--- src/tve_pkg.sv ---
// ----------------------------------------------------------------------------
// tve_pkg
// Shared types, command codes and tag bytes of the tagged varint encoder.
// ----------------------------------------------------------------------------
package tve_pkg;

   // field widths
   localparam int CMD_W   = 3;
   localparam int VALUE_W = 64;
   localparam int BYTE_W  = 8;
   localparam int DIGIT_W = 7;

   // command codes
   localparam logic [CMD_W-1:0] CMD_END      = 3'd0;
   localparam logic [CMD_W-1:0] CMD_U32      = 3'd1;
   localparam logic [CMD_W-1:0] CMD_U64      = 3'd2;
   localparam logic [CMD_W-1:0] CMD_STR_HDR  = 3'd3;
   localparam logic [CMD_W-1:0] CMD_BOOL     = 3'd4;
   localparam logic [CMD_W-1:0] CMD_STR_BYTE = 3'd5;

   // tag bytes
   localparam logic [BYTE_W-1:0] TAG_END  = 8'h00;
   localparam logic [BYTE_W-1:0] TAG_U32  = 8'h01;
   localparam logic [BYTE_W-1:0] TAG_U64  = 8'h02;
   localparam logic [BYTE_W-1:0] TAG_STR  = 8'h03;
   localparam logic [BYTE_W-1:0] TAG_BOOL = 8'h04;

   // sequencer states
   typedef enum logic [1:0] {
      ST_IDLE,
      ST_TAG,
      ST_VARINT,
      ST_RAW
   } state_type;

   // tag byte of a command
   function automatic logic [BYTE_W-1:0] tag_of(input logic [CMD_W-1:0] cmd);
      logic [BYTE_W-1:0] tag;
      unique case (cmd)
         CMD_U32:     tag = TAG_U32;
         CMD_U64:     tag = TAG_U64;
         CMD_STR_HDR: tag = TAG_STR;
         CMD_BOOL:    tag = TAG_BOOL;
         default:     tag = TAG_END;
      endcase
      return tag;
   endfunction

endpackage

--- src/tagged_varint_encoder.sv ---
// ----------------------------------------------------------------------------
// tagged_varint_encoder
// Turns command/value transactions into a tagged byte stream with LEB128
// varints, up to one byte per cycle as the receiver takes them.
// ----------------------------------------------------------------------------
// Usage:
//   req channel: req_tuser carries the command, req_tdata the 64-bit value.
//   rsp channel: one transaction per output byte, rsp_tlast on the final
//   byte of each input transaction. Commands 6 and 7 are taken and dropped.
//   A value is held in a shift register and leaves seven bits per output
//   byte: an item gives 1 byte for end or a string byte, 2 for bool, 2 to
//   6 for u32, 2 to 11 for u64 and string headers. The next request is
//   taken in the cycle that the last byte of the current one is issued, so
//   back-to-back items keep the output busy every cycle while the receiver
//   is ready. Every byte on rsp comes from the output register.
//   The output register parts the two sides: while the receiver stalls,
//   the held byte stays and the sequencer waits with it.
//   Synchronous reset clears the sequencer and the output valid; no
//   clearing pass is needed.
// ----------------------------------------------------------------------------
module tagged_varint_encoder (
   input  logic                                clock,
   input  logic                                reset,
   // request channel
   input  logic                                req_tvalid,
   output logic                                req_tready,
   input  logic [tve_pkg::VALUE_W-1:0]         req_tdata,  // [63:0] value
   input  logic [tve_pkg::CMD_W-1:0]           req_tuser,  // [2:0] command
   // response channel
   output logic                                rsp_tvalid,
   input  logic                                rsp_tready,
   output logic [tve_pkg::BYTE_W-1:0]          rsp_tdata,  // [7:0] out_byte
   output logic                                rsp_tlast   // last
);
   import tve_pkg::*;

   state_type            state_ff, state_in;
   logic [CMD_W-1:0]     kind_ff, kind_in;
   logic [VALUE_W-1:0]   shift_ff, shift_in;
   logic                 rsp_valid_ff, rsp_valid_in;
   logic [BYTE_W-1:0]    rsp_byte_ff, rsp_byte_in;
   logic                 rsp_last_ff, rsp_last_in;

   logic                 slot_free;
   logic                 emit;
   logic                 accept;
   logic                 more;
   logic [BYTE_W-1:0]    emit_byte;
   logic                 emit_last;
   state_type            start_state;
   logic [VALUE_W-1:0]   start_value;

   // output slot and handshakes
   assign slot_free  = !rsp_valid_ff || rsp_tready;
   assign emit       = (state_ff != ST_IDLE) && slot_free;
   assign req_tready = (state_ff == ST_IDLE) || (emit && emit_last);
   assign accept     = req_tvalid && req_tready;

   // remaining digits beyond the current one
   assign more = |shift_ff[VALUE_W-1:DIGIT_W];

   // byte issued by the current state
   always_comb begin
      emit_byte = TAG_END;
      emit_last = 1'b0;
      unique case (state_ff)
         ST_TAG: begin
            emit_byte = tag_of(kind_ff);
            emit_last = (kind_ff == CMD_END);
         end
         ST_VARINT: begin
            emit_byte = {more, shift_ff[DIGIT_W-1:0]};
            emit_last = !more;
         end
         ST_RAW: begin
            emit_byte = shift_ff[BYTE_W-1:0];
            emit_last = 1'b1;
         end
         default: begin
            emit_byte = TAG_END;
            emit_last = 1'b0;
         end
      endcase
   end

   // decode of a new transaction
   always_comb begin
      start_value = req_tdata;
      unique case (req_tuser)
         CMD_END, CMD_U64, CMD_STR_HDR: begin
            start_state = ST_TAG;
         end
         CMD_U32: begin
            start_state = ST_TAG;
            start_value = {{(VALUE_W-32){1'b0}}, req_tdata[31:0]};
         end
         CMD_BOOL: begin
            start_state = ST_TAG;
            start_value = {{(VALUE_W-1){1'b0}}, |req_tdata};
         end
         CMD_STR_BYTE: begin
            start_state = ST_RAW;
            start_value = {{(VALUE_W-BYTE_W){1'b0}}, req_tdata[BYTE_W-1:0]};
         end
         default: begin
            start_state = ST_IDLE;
         end
      endcase
   end

   // next state
   always_comb begin
      state_in = state_ff;
      if (accept) begin
         state_in = start_state;
      end else if (emit) begin
         unique case (state_ff)
            ST_TAG: begin
               if (kind_ff == CMD_END) begin
                  state_in = ST_IDLE;
               end else if (kind_ff == CMD_BOOL) begin
                  state_in = ST_RAW;
               end else begin
                  state_in = ST_VARINT;
               end
            end
            ST_VARINT: state_in = more ? ST_VARINT : ST_IDLE;
            default:   state_in = ST_IDLE;
         endcase
      end
   end

   // value shift register and command hold
   always_comb begin
      kind_in  = kind_ff;
      shift_in = shift_ff;
      if (accept) begin
         kind_in  = req_tuser;
         shift_in = start_value;
      end else if (emit && state_ff == ST_VARINT) begin
         shift_in = {{DIGIT_W{1'b0}}, shift_ff[VALUE_W-1:DIGIT_W]};
      end
   end

   // output register
   always_comb begin
      rsp_valid_in = rsp_valid_ff;
      rsp_byte_in  = rsp_byte_ff;
      rsp_last_in  = rsp_last_ff;
      if (emit) begin
         rsp_valid_in = 1'b1;
         rsp_byte_in  = emit_byte;
         rsp_last_in  = emit_last;
      end else if (rsp_tready) begin
         rsp_valid_in = 1'b0;
      end
   end

   // control registers
   always_ff @(posedge clock) begin
      if (reset) begin
         state_ff     <= ST_IDLE;
         rsp_valid_ff <= 1'b0;
      end else begin
         state_ff     <= state_in;
         rsp_valid_ff <= rsp_valid_in;
      end
   end

   // payload registers
   always_ff @(posedge clock) begin
      kind_ff     <= kind_in;
      shift_ff    <= shift_in;
      rsp_byte_ff <= rsp_byte_in;
      rsp_last_ff <= rsp_last_in;
   end

   assign rsp_tvalid = rsp_valid_ff;
   assign rsp_tdata  = rsp_byte_ff;
   assign rsp_tlast  = rsp_last_ff;

endmodule

--- config.mk ---
export PLATFORM = sky130hd
export DESIGN_NAME = tagged_varint_encoder
export DESIGN_NICKNAME = d
export VERILOG_FILES = /design/src/tve_pkg.sv /design/src/tagged_varint_encoder.sv
export SDC_FILE = /design/constraint.sdc
export NUM_CORES = 1
export LEC_CHECK = 0
export CORE_UTILIZATION = 30
export DETAILED_ROUTE_END_ITERATION = 10
export DONT_BUFFER_PORTS = 1
export SYNTH_ARGS = -nofsm -noshare
export SYNTH_HDL_FRONTEND = slang
export SYNTH_SLANG_ARGS = --single-unit
--- constraint.sdc ---
create_clock -name clock -period 4 [get_ports clock]
set_clock_uncertainty 0.1 [all_clocks]
set_input_delay 0.6 -clock clock [delete_from_list [all_inputs] [get_ports clock]]
set_output_delay 0.6 -clock clock [all_outputs]
set_load 0.01 [all_outputs]
==> flow_results.xml, run 1 <==
<?xml version="1.0" encoding="UTF-8"?>
<metrics>
  <group name="run_status">
    <metric name="outcome" unit="">completed</metric>
  </group>
  <group name="power_and_ir_drop">
    <metric name="max-vdd-ir-drop" unit="V">0.000241</metric>
    <metric name="power_density" unit="nW/µm²">538</metric>
    <metric name="leakage_power_figure" unit="nW">1.55</metric>
  </group>
  <group name="placed_design">
    <metric name="io_buffers" unit="">0</metric>
    <metric name="globalplace.congestion" unit="">0.883</metric>
    <metric name="placed_cell_area" unit="µm²">4010</metric>
    <metric name="dp.final_hpwl" unit="µm">7020</metric>
  </group>
  <group name="logic_synthesis">
    <metric name="syn_nets" unit="">444</metric>
    <metric name="synth.lib_cells_used.distinct" unit="">37</metric>
    <metric name="postSynthRegisterBits" unit="">79</metric>
    <metric name="synthesis.instances" unit="">369</metric>
    <metric name="synth.cell_area" unit="µm²">3810</metric>
    <metric name="synth-seq-area-share" unit="">0.615</metric>
    <metric name="syn_avg_cell_area" unit="µm²">10.3</metric>
    <metric name="synth_warnings" unit="">0</metric>
  </group>
  <group name="clock_tree">
    <metric name="cts_buffer_depth" unit="">2</metric>
    <metric name="cts_sinks" unit="">79</metric>
    <metric name="cts_root_buffer" unit="">clkbuf_16</metric>
    <metric name="cts_hold_buf" unit="">0</metric>
    <metric name="clk_pin_slew_worst_paths" unit="ns">0.06</metric>
    <metric name="htreeDepth" unit="">3</metric>
    <metric name="ctsResizeCount" unit="">0</metric>
    <metric name="insertion_delay" unit="ns">0.34</metric>
    <metric name="cts_tree" unit="">built</metric>
    <metric name="cts_buffers" unit="">9</metric>
    <metric name="cts_setup_buffers" unit="">0</metric>
  </group>
  <group name="hold_path">
    <metric name="holdCritPathClass" unit="">input pin to flop</metric>
    <metric name="hold_depth" unit="">1</metric>
  </group>
  <group name="route">
    <metric name="drt-total-wl" unit="µm">9410</metric>
    <metric name="drtIter0Drc" unit="">318</metric>
    <metric name="detail-route-antenna-nets" unit="">0</metric>
    <metric name="vias_per_cell" unit="">5.04</metric>
    <metric name="routed_wire_length_per_instance" unit="µm">17.5</metric>
    <metric name="dr.pass1.iters" unit="">4</metric>
    <metric name="dr_total_vias" unit="">2719</metric>
    <metric name="drc_violation_count_after_routing" unit="">0</metric>
  </group>
  <group name="global_routing">
    <metric name="grt_overflow" unit="">0</metric>
    <metric name="first_global_vias" unit="">2702</metric>
    <metric name="grt_antenna_before_repair" unit="">0</metric>
    <metric name="grt_first_pass_wirelength" unit="µm">14500</metric>
    <metric name="global_route.usage.total" unit="">0.152</metric>
    <metric name="maximum_number_of_pins_on_one_net_before_global_route_repair" unit="">119</metric>
  </group>
  <group name="worst_setup_path">
    <metric name="critPathRequiredTime" unit="ns">3.30</metric>
    <metric name="worstReg2RegStart" unit="">shift_ff[56]</metric>
    <metric name="setup.reg_to_reg.worst_slack" unit="ns">1.05</metric>
    <metric name="crit_path_end" unit="">req_tready</metric>
    <metric name="timing.critical_path.fanout_max" unit="">4</metric>
    <metric name="start_kind" unit="">flop</metric>
    <metric name="setup.worst_path.start" unit="">shift_ff[56]</metric>
    <metric name="worst_r2r_endpoint" unit="">shift_ff[39]</metric>
    <metric name="critPathArrivalTime" unit="ns">2.35</metric>
    <metric name="crit_end_element" unit="">output port</metric>
    <metric name="critical_path_class" unit="">flop to output port</metric>
    <metric name="timing.reg2reg.worst_path_depth" unit="">6</metric>
  </group>
  <group name="floorplan">
    <metric name="initial_core_util" unit="">0.312</metric>
    <metric name="count_of_boundary_i_o_pins" unit="">82</metric>
    <metric name="fp.coreArea" unit="µm²">12200</metric>
    <metric name="design.die.area" unit="µm²">13200</metric>
    <metric name="dieWidth" unit="µm">115</metric>
    <metric name="rows" unit="">40</metric>
    <metric name="die_height" unit="µm">115</metric>
  </group>
  <group name="timing">
    <metric name="min_period_over_period" unit="">0.762</metric>
    <metric name="timing_max_transition_violations_final" unit="">0</metric>
    <metric name="layout_min_cycle_time" unit="ns">3.05</metric>
    <metric name="hold_viol" unit="">0</metric>
    <metric name="timing.slew.headroom" unit="">0.249</metric>
    <metric name="setup_violations" unit="">0</metric>
    <metric name="finalSetupTns" unit="ns">0</metric>
    <metric name="clock.fmax" unit="MHz">328</metric>
    <metric name="timing_worst_slew_pin_value" unit="ns">1.13</metric>
    <metric name="grt_setup_unrepaired" unit="">no</metric>
  </group>
  <group name="final_layout">
    <metric name="finalNetCount" unit="">441</metric>
    <metric name="nFillCells" unit="">1253</metric>
    <metric name="num_antenna_cells" unit="">0</metric>
    <metric name="multiInputGateArea" unit="µm²">1370</metric>
    <metric name="area_growth_syn_to_layout" unit="%">13.3</metric>
    <metric name="seq_area" unit="µm²">2340</metric>
    <metric name="post_route_cells_drive_above_1_share" unit="">0.0782</metric>
    <metric name="final_common_cell" unit="">nand2_1</metric>
    <metric name="mostFrequentLayoutCells" unit="">nand2_1, edfxtp_1, o21ai_0, nor4_1, o21ai_1</metric>
    <metric name="finish.instance_area" unit="µm²">4320</metric>
  </group>
  <group name="flow_run">
    <metric name="maxCapViolCount" unit="">0</metric>
  </group>
</metrics>
==> power breakdown <==
part	total, mW	leakage (nW)	switching (mW)	internal [mW]
clock	0.861	0.157	0.320	0.541
sequential	1.16	0.768	0.0749	1.09
combinational	0.300	0.622	0.200	0.0993
total	2.33	1.55	0.595	1.73
==> kinds of logic after synthesis <==
group / after synthesis / synth area share
AND/OR/NAND/NOR: 187 / 0.227
flip-flops: 79 / 0.615
AO/OA/AOI/OAI: 73 / 0.107
buffers and inverters: 24 / 0.0332
adder cells (fa/ha/maj): 4 / 0.0131
multiplexers: 2 / 0.00525
==> cell usage after synthesis, drive strengths merged <==
cell type | instances | area share
nand2 | 119 | 0.12
edfxtp | 76 | 0.60
o21ai | 57 | 0.075
nor4 | 31 | 0.053
buf | 10 | 0.018
clkbuf | 10 | 0.011
nand4 | 8 | 0.013
and3 | 7 | 0.011
nor2 | 7 | 0.0069
a21oi | 5 | 0.0066
and2 | 4 | 0.0066
ha | 4 | 0.013
inv | 4 | 0.0039
dfxtp | 3 | 0.016
nand2b | 3 | 0.0049
nor2b | 3 | 0.0049
a22o | 2 | 0.0046
mux2i | 2 | 0.0053
o21a | 2 | 0.0039
o21bai | 2 | 0.0039
a211oi | 1 | 0.0020
a311oi | 1 | 0.0039
a32o | 1 | 0.0026
a41oi | 1 | 0.0023
nand3 | 1 | 0.0013
nor3 | 1 | 0.0013
nor4b | 1 | 0.0023
o311a | 1 | 0.0026
or2 | 1 | 0.0016
or3b | 1 | 0.0023
==> area by class of cell <==
cell class                 count  area share
clock buffer                   9      0.0522
clock inverter                 7      0.0203
inverter                       4     0.00348
multi-input combinational    266       0.317
sequential                    79       0.542
tap                          168      0.0487
timing repair buffer           6      0.0162
==> sequential cells by signal, summed over array words and instances (netlist names) <==
signal	count
kind_ff	3
rsp_tdata	8
rsp_tlast	1
rsp_tvalid	1
shift_ff	64
state_ff	2
==> through the flow <==
stage / worst slack [ns] / total power, mW / hold WS [ns] / std cells / utilization
after floorplan: 0.379 / 1.39 / 0.397 / 369 / -
final: 0.953 / 2.33 / 0.223 / 539 / 0.354
after global placement: 1.19 / 1.47 / 0.410 / 523 / 0.328
after global routing: 0.668 / 2.43 / 0.208 / 539 / 0.354
after CTS: 0.909 / 2.34 / 0.208 / 539 / 0.354
after detailed placement: 1.08 / 1.48 / 0.407 / 523 / 0.328
==> how the worst min path moves through the flow <==
stage	to	start
finish	state_ff[1]	reset
global placement	rsp_tdata[5]	shift_ff[5]
global route	rsp_tvalid	reset
CTS	state_ff[1]	reset
floorplan	rsp_tdata[3]	shift_ff[3]
detailed placement	rsp_tdata[5]	shift_ff[5]
==> critical path, cell delays in order, from the launching register on <==
cell	delay, ns
edfxtp_1	0.39
nor4_1	0.40
nand4_1	0.21
nor4_2	0.52
a211oi_1	0.21
o21bai_1	0.27
==> routing by layer <==
layer  up-vias  GRT usage  part of all wire
met3        11     0.0498             0.090
li1       1347          -                 -
met1      1266      0.202              0.44
met5         -          0                 0
met4         0     0.0442             0.012
met2        95      0.236              0.45
Note: power is estimated with default switching activity, not from simulation.
==> run 2: changes to the inputs <==
- ABC_AREA: default -> 1
- clock period: 4 -> 2.47 ns (I/O delays scaled with it)
==> flow_results.xml, run 2 <==
<?xml version="1.0" encoding="UTF-8"?>
<metrics>
  <group name="logic_synthesis">
    <metric name="synth-seq-area-share" unit="">0.594</metric>
    <metric name="synth.lib_cells_used.distinct" unit="">24</metric>
    <metric name="synth_xor_xnor_area_share" unit="">0</metric>
    <metric name="syn_avg_cell_area" unit="µm²">8.99</metric>
    <metric name="synth.top_cells.by_count" unit="">nand2_1, edfxtp_1, nor2_1</metric>
    <metric name="yosys-top-cells-area" unit="">edfxtp_1, nand2_1, o21ai_1, nor2_1, inv_1</metric>
    <metric name="synthesis.instances" unit="">439</metric>
    <metric name="synth_area_in_adders" unit="">0.0127</metric>
    <metric name="yosys.area_share.simple" unit="">0.247</metric>
    <metric name="synth_top_family_by_area" unit="">simple AND/OR/NAND/NOR gates</metric>
    <metric name="synthDominantAreaCellType" unit="">edfxtp_1</metric>
    <metric name="synth_top_flop_cell" unit="">edfxtp_1</metric>
    <metric name="syn_nets" unit="">514</metric>
    <metric name="post_synth_mux_area_share" unit="">0</metric>
    <metric name="postSynth.asyncResetShare" unit="">0</metric>
    <metric name="synth_warnings" unit="">0</metric>
    <metric name="edff_count_synth" unit="">76</metric>
    <metric name="synth-compound-area-share" unit="">0.0916</metric>
    <metric name="postSynthRegisterBits" unit="">79</metric>
    <metric name="synthMostInstantiatedCell" unit="">nand2_1</metric>
    <metric name="synth.cell_area" unit="µm²">3950</metric>
    <metric name="area_share_of_the_largest_cell_type_after_synthesis" unit="">0.578</metric>
  </group>
  <group name="timing">
    <metric name="min_period_over_period" unit="">0.890</metric>
    <metric name="setup_violations" unit="">0</metric>
    <metric name="hold_ws" unit="ns">0.0304</metric>
    <metric name="finalSetupTns" unit="ns">0</metric>
    <metric name="timing_max_transition_violations_final" unit="">0</metric>
    <metric name="layout_min_cycle_time" unit="ns">2.20</metric>
    <metric name="timing_worst_slew_pin_value" unit="ns">0.663</metric>
    <metric name="hold_viol" unit="">0</metric>
    <metric name="timing.slew.headroom" unit="">0.558</metric>
    <metric name="clock.fmax" unit="MHz">455</metric>
    <metric name="postLayoutSetupSlackWorst" unit="ns">0.272</metric>
    <metric name="grt_setup_unrepaired" unit="">no</metric>
  </group>
  <group name="worst_setup_path">
    <metric name="critPathArrivalTime" unit="ns">2.18</metric>
    <metric name="critical_path_class" unit="">flop to flop</metric>
    <metric name="start_kind" unit="">flop</metric>
    <metric name="path_delay_family" unit="">simple AND/OR/NAND/NOR gates</metric>
    <metric name="crit_end_element" unit="">flop</metric>
    <metric name="timing.critical_path.buf_inv" unit="">3</metric>
    <metric name="critical-path-max-stage-delay" unit="ns">0.38</metric>
    <metric name="worstPathCellList" unit="">inv_1 &gt; ha_1 &gt; a31o_2 &gt; inv_1 &gt; nand2_1 &gt; nand2_2 &gt; nand2_4 &gt; nand2_4 &gt; clkinv_1 &gt; nand3_1 &gt; o21ai_0</metric>
    <metric name="critPathRequiredTime" unit="ns">2.45</metric>
    <metric name="timing.critical_path.slowest_stage_cell" unit="">dfxtp_1</metric>
    <metric name="timing.critical_path.fanout_max" unit="">11</metric>
  </group>
  <group name="final_layout">
    <metric name="max_flop_register" unit="">shift_ff</metric>
    <metric name="post_route_cells_drive_above_1_share" unit="">0.0538</metric>
    <metric name="mostFrequentLayoutCells" unit="">nand2_1, edfxtp_1, nor2_1, o21ai_1, inv_1</metric>
    <metric name="area_growth_syn_to_layout" unit="%">13.8</metric>
    <metric name="num_antenna_cells" unit="">0</metric>
    <metric name="largest_reg_flops" unit="">64</metric>
    <metric name="final_common_cell" unit="">nand2_1</metric>
    <metric name="final_core_utilization" unit="">0.353</metric>
    <metric name="finalNetCount" unit="">516</metric>
  </group>
  <group name="route">
    <metric name="drtIter0Drc" unit="">201</metric>
    <metric name="drc_violation_count_after_routing" unit="">0</metric>
    <metric name="drt-total-wl" unit="µm">8820</metric>
    <metric name="dr_total_vias" unit="">2948</metric>
    <metric name="detail-route-antenna-nets" unit="">0</metric>
    <metric name="routed_wire_length_per_instance" unit="µm">14.3</metric>
    <metric name="vias_per_cell" unit="">4.77</metric>
    <metric name="dr.pass1.iters" unit="">5</metric>
  </group>
  <group name="global_routing">
    <metric name="global_route.usage.total" unit="">0.139</metric>
    <metric name="grt_first_pass_wirelength" unit="µm">14100</metric>
    <metric name="grt_overflow" unit="">0</metric>
    <metric name="maximum_number_of_pins_on_one_net_before_global_route_repair" unit="">62</metric>
    <metric name="grt_antenna_before_repair" unit="">0</metric>
    <metric name="first_global_vias" unit="">2936</metric>
  </group>
  <group name="placed_design">
    <metric name="globalplace.congestion" unit="">0.767</metric>
    <metric name="dp.final_hpwl" unit="µm">6520</metric>
    <metric name="io_buffers" unit="">0</metric>
    <metric name="dpl_worst_slack" unit="ns">0.279</metric>
  </group>
  <group name="floorplan">
    <metric name="die_height" unit="µm">117</metric>
    <metric name="fp.coreArea" unit="µm²">12700</metric>
    <metric name="initial_core_util" unit="">0.310</metric>
    <metric name="rows" unit="">41</metric>
    <metric name="dieWidth" unit="µm">117</metric>
    <metric name="count_of_boundary_i_o_pins" unit="">82</metric>
    <metric name="design.die.area" unit="µm²">13600</metric>
  </group>
  <group name="power_and_ir_drop">
    <metric name="power_density" unit="nW/µm²">775</metric>
    <metric name="clock_power_share" unit="">0.394</metric>
    <metric name="p_comb_frac" unit="">0.109</metric>
    <metric name="max-vdd-ir-drop" unit="V">0.000428</metric>
    <metric name="power_switching_share" unit="">0.236</metric>
    <metric name="cell_internal_power_dissipation" unit="mW">2.66</metric>
    <metric name="p_seq_frac" unit="">0.497</metric>
    <metric name="leakage_power_figure" unit="nW">1.70</metric>
    <metric name="total_power" unit="mW">3.48</metric>
    <metric name="p_sw" unit="mW">0.822</metric>
  </group>
  <group name="clock_tree">
    <metric name="insertion_delay" unit="ns">0.34</metric>
    <metric name="cts_tree" unit="">built</metric>
    <metric name="htreeDepth" unit="">3</metric>
    <metric name="cts_setup_buffers" unit="">0</metric>
    <metric name="cts_buffers" unit="">9</metric>
    <metric name="clk_pin_slew_worst_paths" unit="ns">0.06</metric>
    <metric name="cts_buffer_depth" unit="">2</metric>
    <metric name="cts_sinks" unit="">79</metric>
    <metric name="cts_root_buffer" unit="">clkbuf_16</metric>
  </group>
  <group name="hold_path">
    <metric name="holdCritPathClass" unit="">input pin to flop</metric>
  </group>
  <group name="flow_run">
    <metric name="maxCapViolCount" unit="">0</metric>
  </group>
  <group name="run_status">
    <metric name="outcome" unit="">completed</metric>
  </group>
</metrics>
-- run 2: cell count changes after synthesis, moves of 9 or more --
cell / change
inv_1: +29
nor3_1: +9
nand3_1: +11
o21ai_1: +22
nor2_1: +41
nor4_1: -16
o21ai_0: -19
nand2_1: +24
-- run 2: kinds of logic after synthesis --
logic type | Yosys count
flip-flops | 79
adder cells (fa/ha/maj) | 4
AND/OR/NAND/NOR | 235
AO/OA/AOI/OAI | 70
buffers and inverters | 51
-- run 2: area by class of cell --
cell class | instances | area, µm²
fillers | 1339 | 8230
flip-flops and latches | 79 | 2340
multi-input cells | 309 | 1390
clock buffers | 10 | 229
well taps | 172 | 215
inverters | 35 | 131
repair buffers | 7 | 105
clock inverters | 6 | 75.1
-- run 2: path summary, 6_finish.rpt --
path / from / end / slack, ns / cells past startpoint
setup reg to reg: state_ff[1] / shift_ff[0] / 0.27 / 11
hold reg to reg: shift_ff[5] / rsp_tdata[5] / 0.45 / 2
hold / removal: req_tuser[0] / kind_ff[0] / 0.03 / 0
setup / recovery: state_ff[1] / shift_ff[0] / 0.27 / 11
-- run 2: power by group through the flow --
stage / clock network, mW / registers, mW / logic, mW
6_report: 1.37 / 1.73 / 0.379
3_3_place_gp: 0 / 1.76 / 0.375
2_1_floorplan: 0 / 1.74 / 0.290
5_1_grt: 1.47 / 1.75 / 0.439
3_5_place_dp: 0 / 1.76 / 0.381
4_1_cts: 1.40 / 1.73 / 0.384
-- run 2: stage by stage --
step / cells / cell area, µm²
detailed placement: 601 / 4180
CTS: 618 / 4490
global route: 618 / 4490
finish: 618 / 4490
global placement: 601 / 4180
floorplan: 439 / 3950
-- run 2: timing repair --
| action | 4_1_cts | 5_1_grt |
|---|---|---|
| hold buffers | 1 | 0 |
| gates resized for setup | 0 | 0 |
| hold endpoints to repair | 2 | 0 |
-- run 2: routing by layer --
metal  routed length, µm  vias to the layer above  share of wire  track usage
li1                    -                     1491              -            -
met4                  86                        0         0.0098       0.0380
met1                3790                     1362           0.43        0.167
met5                   0                        -              0            0
met3                 630                       10          0.071       0.0483
met2                4310                       85           0.49        0.236
==> run 3: changes to the inputs <==
- CELL_PAD_IN_SITES_DETAIL_PLACEMENT: default -> 2
- CELL_PAD_IN_SITES_GLOBAL_PLACEMENT: default -> 2
- GPL_TIMING_DRIVEN: default -> 0
- PLACE_DENSITY_LB_ADDON: default -> 0.1
==> flow_results.xml, run 3 (synthesized netlist as in run 2, its figures left out) <==
<?xml version="1.0" encoding="UTF-8"?>
<metrics>
  <group name="floorplan">
    <metric name="initial_core_util" unit="">0.310</metric>
    <metric name="rows" unit="">41</metric>
    <metric name="dieWidth" unit="µm">117</metric>
    <metric name="design.die.area" unit="µm²">13600</metric>
    <metric name="fp.coreArea" unit="µm²">12700</metric>
    <metric name="die_height" unit="µm">117</metric>
    <metric name="count_of_boundary_i_o_pins" unit="">82</metric>
  </group>
  <group name="route">
    <metric name="drc_violation_count_after_routing" unit="">0</metric>
    <metric name="vias_per_cell" unit="">4.97</metric>
    <metric name="dr.pass1.iters" unit="">4</metric>
    <metric name="detail-route-antenna-nets" unit="">0</metric>
    <metric name="dr_total_vias" unit="">3208</metric>
    <metric name="drtIter0Drc" unit="">125</metric>
    <metric name="routed_wire_length_per_instance" unit="µm">18.4</metric>
    <metric name="drt-total-wl" unit="µm">11900</metric>
  </group>
  <group name="power_and_ir_drop">
    <metric name="power_switching_share" unit="">0.263</metric>
    <metric name="leakage_power_figure" unit="nW">1.83</metric>
    <metric name="total_power" unit="mW">3.69</metric>
    <metric name="clock_power_share" unit="">0.395</metric>
    <metric name="p_sw" unit="mW">0.969</metric>
    <metric name="p_seq_frac" unit="">0.470</metric>
    <metric name="power_density" unit="nW/µm²">762</metric>
    <metric name="cell_internal_power_dissipation" unit="mW">2.72</metric>
    <metric name="max-vdd-ir-drop" unit="V">0.000279</metric>
    <metric name="p_comb_frac" unit="">0.135</metric>
  </group>
  <group name="timing">
    <metric name="hold_viol" unit="">0</metric>
    <metric name="clock.fmax" unit="MHz">426</metric>
    <metric name="finalSetupTns" unit="ns">0</metric>
    <metric name="setup_violations" unit="">0</metric>
    <metric name="postLayoutSetupSlackWorst" unit="ns">0.121</metric>
    <metric name="timing_worst_slew_pin_value" unit="ns">0.693</metric>
    <metric name="min_period_over_period" unit="">0.951</metric>
    <metric name="timing_max_transition_violations_final" unit="">0</metric>
    <metric name="timing.slew.headroom" unit="">0.538</metric>
    <metric name="layout_min_cycle_time" unit="ns">2.35</metric>
  </group>
  <group name="final_layout">
    <metric name="multiInputGateArea" unit="µm²">1600</metric>
    <metric name="num_antenna_cells" unit="">0</metric>
    <metric name="finalNetCount" unit="">543</metric>
    <metric name="largest_reg_flops" unit="">64</metric>
    <metric name="final_common_cell" unit="">nand2_1</metric>
    <metric name="area_growth_syn_to_layout" unit="%">22.6</metric>
    <metric name="nFillCells" unit="">1444</metric>
    <metric name="mostFrequentLayoutCells" unit="">nand2_1, edfxtp_1, o21ai_1, nor2_1, inv_1</metric>
    <metric name="max_flop_register" unit="">shift_ff</metric>
    <metric name="post_route_cells_drive_above_1_share" unit="">0.129</metric>
    <metric name="finish.instance_area" unit="µm²">4840</metric>
    <metric name="seq_area" unit="µm²">2340</metric>
  </group>
  <group name="clock_tree">
    <metric name="cts_root_buffer" unit="">clkbuf_16</metric>
    <metric name="clk_pin_slew_worst_paths" unit="ns">0.06</metric>
    <metric name="cts_buffers" unit="">9</metric>
    <metric name="insertion_delay" unit="ns">0.34</metric>
    <metric name="cts_buffer_depth" unit="">2</metric>
    <metric name="cts_sinks" unit="">79</metric>
    <metric name="htreeDepth" unit="">3</metric>
    <metric name="cts_tree" unit="">built</metric>
  </group>
  <group name="placed_design">
    <metric name="io_buffers" unit="">0</metric>
    <metric name="globalplace.congestion" unit="">0.792</metric>
    <metric name="placed_cell_area" unit="µm²">4170</metric>
    <metric name="dpl_worst_slack" unit="ns">-0.614</metric>
    <metric name="dp.final_hpwl" unit="µm">8400</metric>
  </group>
  <group name="worst_setup_path">
    <metric name="start_kind" unit="">flop</metric>
    <metric name="critPathArrivalTime" unit="ns">2.34</metric>
    <metric name="worstPathCellList" unit="">inv_1 &gt; ha_1 &gt; a31o_2 &gt; inv_1 &gt; nand2_2 &gt; nand2_2 &gt; nand2_4 &gt; nand2_8 &gt; clkinv_1 &gt; nand3_1 &gt; o21ai_0</metric>
    <metric name="critical_path_class" unit="">flop to flop</metric>
    <metric name="timing.critical_path.slowest_stage_cell" unit="">dfxtp_1</metric>
    <metric name="critical-path-max-stage-delay" unit="ns">0.40</metric>
    <metric name="crit_end_element" unit="">flop</metric>
    <metric name="critPathRequiredTime" unit="ns">2.46</metric>
    <metric name="timing.critical_path.fanout_max" unit="">11</metric>
  </group>
  <group name="global_routing">
    <metric name="grt_overflow" unit="">0</metric>
    <metric name="global_route.usage.total" unit="">0.187</metric>
    <metric name="first_global_vias" unit="">3504</metric>
    <metric name="grt_antenna_before_repair" unit="">0</metric>
    <metric name="grt_first_pass_wirelength" unit="µm">18400</metric>
    <metric name="maximum_number_of_pins_on_one_net_before_global_route_repair" unit="">18</metric>
  </group>
  <group name="flow_run">
    <metric name="maxCapViolCount" unit="">0</metric>
  </group>
  <group name="run_status">
    <metric name="outcome" unit="">completed</metric>
  </group>
  <group name="hold_path">
    <metric name="holdCritPathClass" unit="">input pin to flop</metric>
  </group>
</metrics>
## run 3: cell count changes in the layout (fill, tap and decap cells not counted), sizes merged
| cell | change |
|---|---|
| clkinv | -2 |
| clkinvlp | +3 |
| buf | +9 |
| nand2 | +7 |
| clkbuf | +10 |
## run 3: what timing repair did
item	4_1_cts	5_1_grt
endpoints found under the setup margin	93	124
hold buffers	1	0
buffers inserted	0	9
pin swaps	3	3
gates resized for setup	17	28
endpoints found under the hold margin	2	0
gates cloned	7	1
## run 3: critical path, delay by kind of cell, from the launching register on
family / cells / cell delay [ns]
buf+inv: 3 / 0.43
compound gates: 2 / 0.36
flops: 1 / 0.40
simple gates: 5 / 0.55
fa+ha+maj: 1 / 0.25
## run 3: metal layers
| metal | GRT usage | share of wire |
|---|---|---|
| met5 | 0 | 0 |
| met2 | 0.328 | 0.52 |
| met1 | 0.233 | 0.43 |
| met3 | 0.0343 | 0.041 |
| met4 | 0.0582 | 0.011 |
## run 3: worst paths after layout
| check | from | to | slack (ns) | cells past startpoint |
|---|---|---|---|---|
| worst max register to register | state_ff[1] | shift_ff[16] | 0.12 | 11 |
| worst min-delay path | req_tuser[0] | kind_ff[0] | 0.02 | 0 |
| worst min register to register | shift_ff[5] | rsp_tdata[5] | 0.45 | 2 |
| worst max-delay path | state_ff[1] | shift_ff[16] | 0.12 | 11 |
## run 3: cell type report
| class | instances | share of cell area |
|---|---|---|
| timing repair buffer | 11 | 0.0212 |
| multi-input combinational | 316 | 0.330 |
| inverter | 35 | 0.0279 |
| sequential | 79 | 0.484 |
| clock inverter | 7 | 0.0199 |
| clock buffer | 9 | 0.0465 |
| buffer | 16 | 0.0259 |
| tap | 172 | 0.0445 |
## run 3: power groups by stage
stage	clock, mW	sequential (mW)	combinational (mW)
final	1.46	1.73	0.498
after global routing	1.54	1.75	0.562
after CTS	1.49	1.74	0.467
after detailed placement	0	1.77	0.409
after global placement	0	1.76	0.396
after floorplan	0	1.74	0.290
## run 3: stage by stage
| stage | hold slack (ns) | util | instances |
|---|---|---|---|
| CTS | 0.0127 | 0.368 | 635 |
| detailed placement | 0.349 | 0.328 | 611 |
| global placement | 0.343 | 0.328 | 611 |
| floorplan | 0.340 | - | 439 |
| finish | 0.0220 | 0.380 | 645 |
| global route | 0.00822 | 0.380 | 645 |
